## config.mk

```make
export PLATFORM = sky130hd
export DESIGN_NAME = array_priority_queue_top
export DESIGN_NICKNAME = d
export VERILOG_FILES = /design/src/rtl/core/apq_pkg.sv /design/src/rtl/core/apq_min_unit.sv /design/src/rtl/core/array_priority_queue_top.sv
export SDC_FILE = /design/constraint.sdc
export NUM_CORES = 1
export LEC_CHECK = 0
export BUFFER_PORTS_ARGS = -buffer_cell sky130_fd_sc_hd__buf_4
export CAP_MARGIN = 20
export CORE_ASPECT_RATIO = 1.4
export CORE_MARGIN = 3
export CORE_UTILIZATION = 61
export DETAILED_ROUTE_END_ITERATION = 6
export PLACE_DENSITY = 0.86
export SETUP_SLACK_MARGIN = 0.1
export SYNTH_ARGS = -nofsm -noshare
export SYNTH_HDL_FRONTEND = slang
export SYNTH_SLANG_ARGS = --single-unit
```

## constraint.sdc

```tcl
create_clock -name clk -period 5.7 [get_ports clk]
set_clock_uncertainty 0.15 [all_clocks]
set_input_delay 0.57 -clock clk [delete_from_list [all_inputs] [get_ports clk]]
set_output_delay 0.57 -clock clk [all_outputs]
set_load 0.01 [all_outputs]
```

## src/rtl/core/apq_pkg.sv

```systemverilog
// ----------------------------------------------------------------------------
// apq_pkg
// Shared types and codes for the array priority queue: command and response
// words, stored entry layout, operation and status codes.
// ----------------------------------------------------------------------------
package apq_pkg;

	localparam int DEPTH_DEF = 8;
	localparam int PRI_W     = 16;
	localparam int DATA_W    = 32;

	localparam logic       FUNC_ENQ = 1'b0;
	localparam logic       FUNC_DEQ = 1'b1;

	localparam logic [1:0] ST_OK    = 2'd0;
	localparam logic [1:0] ST_FULL  = 2'd1;
	localparam logic [1:0] ST_EMPTY = 2'd2;

	typedef struct packed {
		logic                      func;
		logic signed [DATA_W-1:0]  data;
		logic        [PRI_W-1:0]   priority_req;
	} cmd_t;

	typedef struct packed {
		logic signed [DATA_W-1:0]  out_data;
		logic        [1:0]         status;
		logic        [3:0]         fill_count;
	} rsp_t;

	typedef struct packed {
		logic signed [DATA_W-1:0]  data;
		logic        [PRI_W-1:0]   pri;
	} entry_t;

	// first: restart the search with this entry; en: compare this entry
	typedef struct packed {
		logic first;
		logic en;
	} scan_ctl_t;

endpackage

```

## src/rtl/core/apq_min_unit.sv

```systemverilog
// ----------------------------------------------------------------------------
// apq_min_unit
// Shared compare unit: tracks the entry with the smallest priority seen in
// one scan, keeping the earliest entry on a tie.
// ----------------------------------------------------------------------------
module apq_min_unit #(
	parameter int IDX_W = 4
) (
	input  logic                  clk,
	input  apq_pkg::scan_ctl_t    ctl,
	input  apq_pkg::entry_t       entry,
	input  logic [IDX_W-1:0]      idx,
	output logic [IDX_W-1:0]      best_idx,
	output logic signed [apq_pkg::DATA_W-1:0] best_data
);

	logic [apq_pkg::PRI_W-1:0]          best_pri_q;
	logic [IDX_W-1:0]                   best_idx_q;
	logic signed [apq_pkg::DATA_W-1:0]  best_data_q;
	logic                               take;

	// strict less-than keeps the earlier entry on equal priority
	assign take = ctl.en & (ctl.first | (entry.pri < best_pri_q));

	always_ff @(posedge clk) begin
		if (take) begin
			best_pri_q  <= entry.pri;
			best_idx_q  <= idx;
			best_data_q <= entry.data;
		end
	end

	assign best_idx  = best_idx_q;
	assign best_data = best_data_q;

endmodule

```

## src/rtl/core/array_priority_queue_top.sv

```systemverilog
// ----------------------------------------------------------------------------
// array_priority_queue_top
// Bounded priority queue of DEPTH entries held in one single-port-read memory.
// An enqueue's response strobes on the next cycle. A dequeue of a queue
// holding N entries reads the entries one per cycle through one shared
// comparator, then picks the winner, then moves each later entry down one
// place, one per cycle; busy stays high for all of it, and the single memory
// read port sets this pace. Full enqueues and empty dequeues answer on the
// next cycle. Each response word is on rsp for exactly one cycle with done
// high; the receiver cannot stall it, so it must take it then.
// ----------------------------------------------------------------------------
module array_priority_queue_top #(
	parameter int DEPTH = apq_pkg::DEPTH_DEF
) (
	input  logic           clk,
	input  logic           arst_n,
	input  logic           start,
	output logic           busy,
	input  apq_pkg::cmd_t  cmd,
	output logic           done,
	output apq_pkg::rsp_t  rsp
);

	localparam int IW = (DEPTH > 1) ? $clog2(DEPTH) : 1;
	localparam int CW = $clog2(DEPTH + 1);

	localparam logic [1:0] S_IDLE  = 2'd0;
	localparam logic [1:0] S_SCAN  = 2'd1;
	localparam logic [1:0] S_PICK  = 2'd2;
	localparam logic [1:0] S_SHIFT = 2'd3;

	logic [1:0]            state_q, state_d;
	logic [CW-1:0]         cnt_q, cnt_d;
	logic [CW-1:0]         scan_q, scan_d;
	logic [CW-1:0]         wr_q, wr_d;
	logic                  done_q, done_d;
	apq_pkg::rsp_t         rsp_q, rsp_d;

	apq_pkg::entry_t       mem [DEPTH];
	apq_pkg::entry_t       rd_q;
	logic                  re, we;
	logic [IW-1:0]         raddr, waddr;
	apq_pkg::entry_t       wdata;

	apq_pkg::scan_ctl_t    ctl;
	logic [CW-1:0]         best_idx;
	logic signed [apq_pkg::DATA_W-1:0] best_data;

	logic                  accept;
	logic [CW-1:0]         scan_nx;
	logic [CW-1:0]         best_nx;
	logic [CW-1:0]         wr_nx2;
	logic [CW+3:0]         fill_ext;

	assign accept  = start & ~busy;
	assign scan_nx = scan_q + 1'b1;
	assign best_nx = best_idx + 1'b1;
	assign wr_nx2  = wr_q + 2'd2;
	assign fill_ext = {4'b0000, cnt_d};

	apq_min_unit #(
		.IDX_W (CW)
	) u_min (
		.clk       (clk),
		.ctl       (ctl),
		.entry     (rd_q),
		.idx       (scan_q),
		.best_idx  (best_idx),
		.best_data (best_data)
	);

	always_comb begin
		state_d = state_q;
		cnt_d   = cnt_q;
		scan_d  = scan_q;
		wr_d    = wr_q;
		done_d  = 1'b0;
		rsp_d   = rsp_q;
		re      = 1'b0;
		raddr   = '0;
		we      = 1'b0;
		waddr   = '0;
		wdata   = rd_q;
		ctl     = '0;

		case (state_q)
			S_IDLE: begin
				if (accept) begin
					rsp_d.out_data = '0;
					done_d         = 1'b1;
					if (cmd.func == apq_pkg::FUNC_ENQ) begin
						if (cnt_q != CW'(DEPTH)) begin
							we          = 1'b1;
							waddr       = cnt_q[IW-1:0];
							wdata.data  = cmd.data;
							wdata.pri   = cmd.priority_req;
							cnt_d       = cnt_q + 1'b1;
							rsp_d.status = apq_pkg::ST_OK;
						end else begin
							rsp_d.status = apq_pkg::ST_FULL;
						end
					end else if (cnt_q == '0) begin
						rsp_d.status = apq_pkg::ST_EMPTY;
					end else begin
						// no response yet: scan first
						done_d  = 1'b0;
						re      = 1'b1;
						raddr   = '0;
						scan_d  = '0;
						state_d = S_SCAN;
					end
				end
			end
			S_SCAN: begin
				ctl.en    = 1'b1;
				ctl.first = (scan_q == '0);
				if (scan_nx == cnt_q) begin
					state_d = S_PICK;
				end else begin
					re     = 1'b1;
					raddr  = scan_nx[IW-1:0];
					scan_d = scan_nx;
				end
			end
			S_PICK: begin
				if (best_nx == cnt_q) begin
					state_d = S_IDLE;
					done_d  = 1'b1;
					cnt_d   = cnt_q - 1'b1;
					rsp_d.out_data = best_data;
					rsp_d.status   = apq_pkg::ST_OK;
				end else begin
					re      = 1'b1;
					raddr   = best_nx[IW-1:0];
					wr_d    = best_idx;
					state_d = S_SHIFT;
				end
			end
			S_SHIFT: begin
				// move the word just read down one place
				we    = 1'b1;
				waddr = wr_q[IW-1:0];
				wdata = rd_q;
				if (wr_nx2 == cnt_q) begin
					state_d = S_IDLE;
					done_d  = 1'b1;
					cnt_d   = cnt_q - 1'b1;
					rsp_d.out_data = best_data;
					rsp_d.status   = apq_pkg::ST_OK;
				end else begin
					re    = 1'b1;
					raddr = wr_nx2[IW-1:0];
					wr_d  = wr_q + 1'b1;
				end
			end
			default: begin
				state_d = S_IDLE;
			end
		endcase

		rsp_d.fill_count = fill_ext[3:0];
	end

	always_ff @(posedge clk) begin
		if (we) begin
			mem[waddr] <= wdata;
		end
		if (re) begin
			rd_q <= mem[raddr];
		end
	end

	always_ff @(posedge clk or negedge arst_n) begin
		if (!arst_n) begin
			state_q <= S_IDLE;
			cnt_q   <= '0;
			done_q  <= 1'b0;
		end else begin
			state_q <= state_d;
			cnt_q   <= cnt_d;
			done_q  <= done_d;
		end
	end

	always_ff @(posedge clk) begin
		scan_q <= scan_d;
		wr_q   <= wr_d;
		rsp_q  <= rsp_d;
	end

	assign busy = (state_q != S_IDLE);
	assign done = done_q;
	assign rsp  = rsp_q;

endmodule
```

==> impl_metrics.prom <==
# TYPE chip_impl_metric gauge
chip_impl_info{name="status",value="finished clean"} 1
chip_impl_metric{name="detail_route.wirelength.met1",unit="mm"} 17.8
chip_impl_metric{name="power.leakage",unit="nW"} 8.86
chip_impl_metric{name="final_layout_size_suffix_gt1_share",unit="%"} 16.5
chip_impl_info{name="min-delay-path-class",value="in -> reg"} 1
chip_impl_info{name="critical_path.endpoint_type",value="flip-flop"} 1
chip_impl_metric{name="clkSinkCount",unit=""} 537
chip_impl_metric{name="timing_worst_slew_pin_value",unit="ns"} 1.07
chip_impl_metric{name="report.final.slew_viol_count",unit=""} 0
chip_impl_metric{name="dr.first_iter.drc_count",unit=""} 1532
chip_impl_metric{name="grt_overflow",unit=""} 0
chip_impl_metric{name="arrival",unit="ns"} 4.38
chip_impl_metric{name="fp.dieArea",unit="um2"} 37800
chip_impl_metric{name="core",unit="um2"} 34500
chip_impl_metric{name="final_nets",unit=""} 1505
chip_impl_metric{name="route.detailed.wl_per_inst",unit="um"} 25.4
chip_impl_metric{name="initial_utilization",unit="%"} 62.6
chip_impl_metric{name="worstSkewPairLatency",unit="ns"} 0.56
chip_impl_metric{name="synth.distinct_cells",unit=""} 55
chip_impl_metric{name="h-tree-depth",unit=""} 2
chip_impl_metric{name="synth_enable_flop_cells",unit=""} 526
chip_impl_metric{name="post_cts.repair.setup_buffers",unit=""} 0
chip_impl_metric{name="timing.final.setup_violations",unit=""} 0
chip_impl_info{name="setup_repair_after_global_routing_missed_its_margin",value="no"} 1
chip_impl_metric{name="postCtsResizedCells",unit=""} 0
chip_impl_metric{name="finish.utilization",unit="%"} 70.2
chip_impl_metric{name="antenna_found_initial",unit=""} 0
chip_impl_metric{name="cts_max_path_buffers",unit=""} 3
chip_impl_metric{name="dp_hpwl",unit="mm"} 25.4
chip_impl_metric{name="maximum_number_of_pins_on_one_net_before_global_route_repair",unit=""} 97
chip_impl_metric{name="final-instance-count-excl-fill",unit=""} 1909
chip_impl_metric{name="maxCapViolations",unit=""} 0
chip_impl_metric{name="viasPerCell",unit=""} 6.38
chip_impl_metric{name="floorplan.rows",unit=""} 80
chip_impl_metric{name="cts.clk_slew.worst_paths",unit="ns"} 0.06
chip_impl_metric{name="yosys_warnings",unit=""} 0
chip_impl_metric{name="cts_hold_buf",unit=""} 1
chip_impl_metric{name="finalPower",unit="mW"} 16.5
chip_impl_metric{name="n_antenna_cell",unit=""} 0
chip_impl_metric{name="grt_pass1_wl",unit="mm"} 74.2
chip_impl_info{name="cts_root_buf",value="clkbuf_16"} 1
chip_impl_metric{name="fin_crit_sh",unit="%"} 73.4
chip_impl_metric{name="placement.setup.worst_slack",unit="ns"} 1.60
chip_impl_metric{name="final_hold_viol_count",unit=""} 0
chip_impl_metric{name="syn-num-nets",unit=""} 1408
chip_impl_metric{name="portBuffers",unit=""} 91
chip_impl_info{name="route.top_layer_used",value="met4"} 1
chip_impl_metric{name="drt_pre_antenna_iters",unit=""} 6
chip_impl_metric{name="die-height",unit="um"} 229
chip_impl_metric{name="period_minus_slack",unit="ns"} 4.18
chip_impl_metric{name="synthesis.area",unit="um2"} 21600
chip_impl_metric{name="worst_ir_drop_vdd",unit="mV"} 0.715
chip_impl_metric{name="cts-buffers-inserted",unit=""} 48
chip_impl_metric{name="setup_tns_final",unit="ns"} 0
chip_impl_metric{name="wl_met3",unit="mm"} 4.04
chip_impl_metric{name="maxSlewHeadroom",unit="%"} 28.4
chip_impl_metric{name="required",unit="ns"} 5.89
chip_impl_metric{name="via_count_of_the_first_global_routing_pass",unit=""} 12949
chip_impl_metric{name="dpl.cell_count",unit=""} 1826
chip_impl_metric{name="total_detailed_routing_wirelength",unit="mm"} 48.5
chip_impl_metric{name="grt.total_usage",unit="%"} 26.0
chip_impl_metric{name="synth_sequential_area_ratio",unit="%"} 74.3
chip_impl_metric{name="syn_area_per_cell",unit="um2"} 16.3
chip_impl_info{name="crit_type",value="reg -> reg"} 1
chip_impl_metric{name="crit_fanout",unit=""} 96
chip_impl_metric{name="die_width",unit="um"} 165
chip_impl_metric{name="num_vias",unit=""} 12175
chip_impl_metric{name="post_synth_inst_count",unit=""} 1329
chip_impl_metric{name="asyncSetResetFlopFracSynth",unit="%"} 1.30
chip_impl_metric{name="detail_route.drc_violations",unit=""} 0
chip_impl_metric{name="wl_met2",unit="mm"} 24.7
chip_impl_metric{name="io_pins",unit=""} 92
chip_impl_metric{name="power.density_cell_area",unit="nW/um2"} 680
chip_impl_metric{name="finalWeightedCongestion",unit=""} 0.840
chip_impl_info{name="setup.worst_path.start_class",value="flip-flop"} 1
chip_impl_metric{name="yosys_register_bits",unit=""} 537
chip_impl_info{name="synth-main-ff-cell",value="edfxtp_1"} 1
chip_impl_metric{name="drtAntennaViolNets",unit=""} 0
chip_impl_metric{name="post-route-cell-area",unit="um2"} 24200
chip_impl_metric{name="area_growth",unit="%"} 12.1
chip_impl_metric{name="post_placement_cell_area",unit="um2"} 22800
chip_impl_info{name="clock_tree_from_tritoncts",value="yes"} 1
chip_impl_metric{name="postLayoutSetupSlackWorst",unit="ns"} 1.52
chip_impl_metric{name="f_max",unit="GHz"} 0.239
chip_impl_metric{name="hold_slack",unit="ns"} 0.175
-- registers in the layout, summed over array words and instances (netlist names), 2 cells and up --
| register | count |
|---|---|
| mem | 384 |
| rd_q | 48 |
| rsp | 38 |
| u_min.best_data | 32 |
| u_min.best_pri_q | 16 |
| cnt_q | 4 |
| scan_q | 4 |
| u_min.best_idx | 4 |
| wr_q | 4 |
| state_q | 2 |
-- report_power, final --
part	switching (mW)	internal, mW	total, mW
combinational	4.45	2.44	6.89
sequential	0.401	6.21	6.61
clock	1.36	1.62	2.98
total	6.20	10.3	16.5
-- cells in the final DEF, fill, tap and decap left out, drive strengths merged, types with 2 or more instances in the layout --
| master | Yosys | layout |
|---|---|---|
| a21o | 8 | 8 |
| buf | 37 | 114 |
| clkbuf | 31 | 62 |
| dfxtp | 4 | 4 |
| edfxtp | 526 | 526 |
| and3 | 4 | 4 |
| nand2b | 5 | 5 |
| o31a | 2 | 2 |
| ha | 27 | 27 |
| nand4 | 3 | 3 |
| a211o | 2 | 2 |
| nor2b | 38 | 38 |
| a31oi | 3 | 3 |
| nor3 | 3 | 3 |
| a21oi | 17 | 17 |
| nor2 | 21 | 21 |
| and2 | 5 | 5 |
| xnor2 | 8 | 8 |
| xor2 | 9 | 9 |
| nor3b | 4 | 4 |
| a32o | 48 | 48 |
| o21ai | 10 | 10 |
| o31ai | 2 | 2 |
| a221oi | 48 | 48 |
| nand3 | 7 | 7 |
| inv | 28 | 31 |
| mux2i | 144 | 144 |
| o21a | 2 | 2 |
| nand2 | 253 | 253 |
| a211oi | 5 | 5 |
| dfrtp | 7 | 7 |
| clkinv | 0 | 16 |
| a22oi | 3 | 3 |
| nor4 | 2 | 2 |
-- critical path, cell delays in order (launching register included) --
cell and delay [ns]:
edfxtp_1 0.50, ha_1 0.42, xor2_1 0.21, o41a_4 0.50, a211o_4 0.61, nand2_8 0.87, mux2i_1 0.22, a221oi_1 0.41
-- Yosys cell counts (all sizes together) (2+ instances only) --
cell | number | area share (%)
nor4 | 2 | 0.058
o21a | 2 | 0.069
a211o | 2 | 0.081
a21oi | 17 | 0.39
a32o | 48 | 2.2
nand4 | 3 | 0.087
nand2 | 253 | 4.4
dfxtp | 4 | 0.37
nand3 | 7 | 0.16
nor2b | 38 | 1.1
mux2i | 144 | 6.7
buf | 37 | 1.3
a21o | 8 | 0.28
inv | 28 | 0.49
a211oi | 5 | 0.24
and3 | 4 | 0.12
dfrtp | 7 | 0.81
xor2 | 9 | 0.36
nor3 | 3 | 0.069
edfxtp | 526 | 73
o31ai | 2 | 0.069
a221oi | 48 | 3.1
clkbuf | 31 | 0.54
o21ai | 10 | 0.23
o31a | 2 | 0.081
a31oi | 3 | 0.087
nor3b | 4 | 0.14
nor2 | 21 | 0.36
ha | 27 | 1.6
a22oi | 3 | 0.10
nand2b | 5 | 0.14
xnor2 | 8 | 0.32
and2 | 5 | 0.14
-- worst paths after layout --
check,from,to,slack (ns),cells after the start
max,wr_q[1],rd_q[5],1.52,7
min,start,done,0.18,3
max reg2reg,wr_q[1],rd_q[5],1.52,7
min reg2reg,rd_q[47],u_min.best_data[31],0.30,0
max in group asynchronous,arst_n,cnt_q[3],5.06,2
min in group asynchronous,arst_n,state_q[0],0.21,2
-- kinds of logic (layout without fill, tap and decap cells) --
group                    count (synthesis)  count (layout)  share of synthesized area (%)
flip-flops                             537             537                           74.3
AND/OR/NAND/NOR                        348             348                           6.91
AO/OA/AOI/OAI                          157             157                           7.29
multiplexers                           145             145                           6.72
buffers and inverters                   96             225                           2.36
adder cells (fa/ha/maj)                 27              27                           1.56
XOR/XNOR                                19              19                          0.903
-- metal layers --
| metal | up-vias | global-route usage (%) |
|---|---|---|
| met5 | - | 0 |
| met4 | 0 | 11.5 |
| met3 | 147 | 3.83 |
| met2 | 734 | 43.5 |
| met1 | 6047 | 33.6 |
| li1 | 5247 | - |
-- final cells by class --
cell class              instances  area [um2]
flip-flops and latches        537       16100
well taps                     451         564
repair buffers                115         903
inverters                      28         105
clock buffers                  62        1270
clock inverters                20         129
multi-input cells             696        5210
fillers                      2045       10300
No activity file was read; power rests on OpenSTA's default activity.
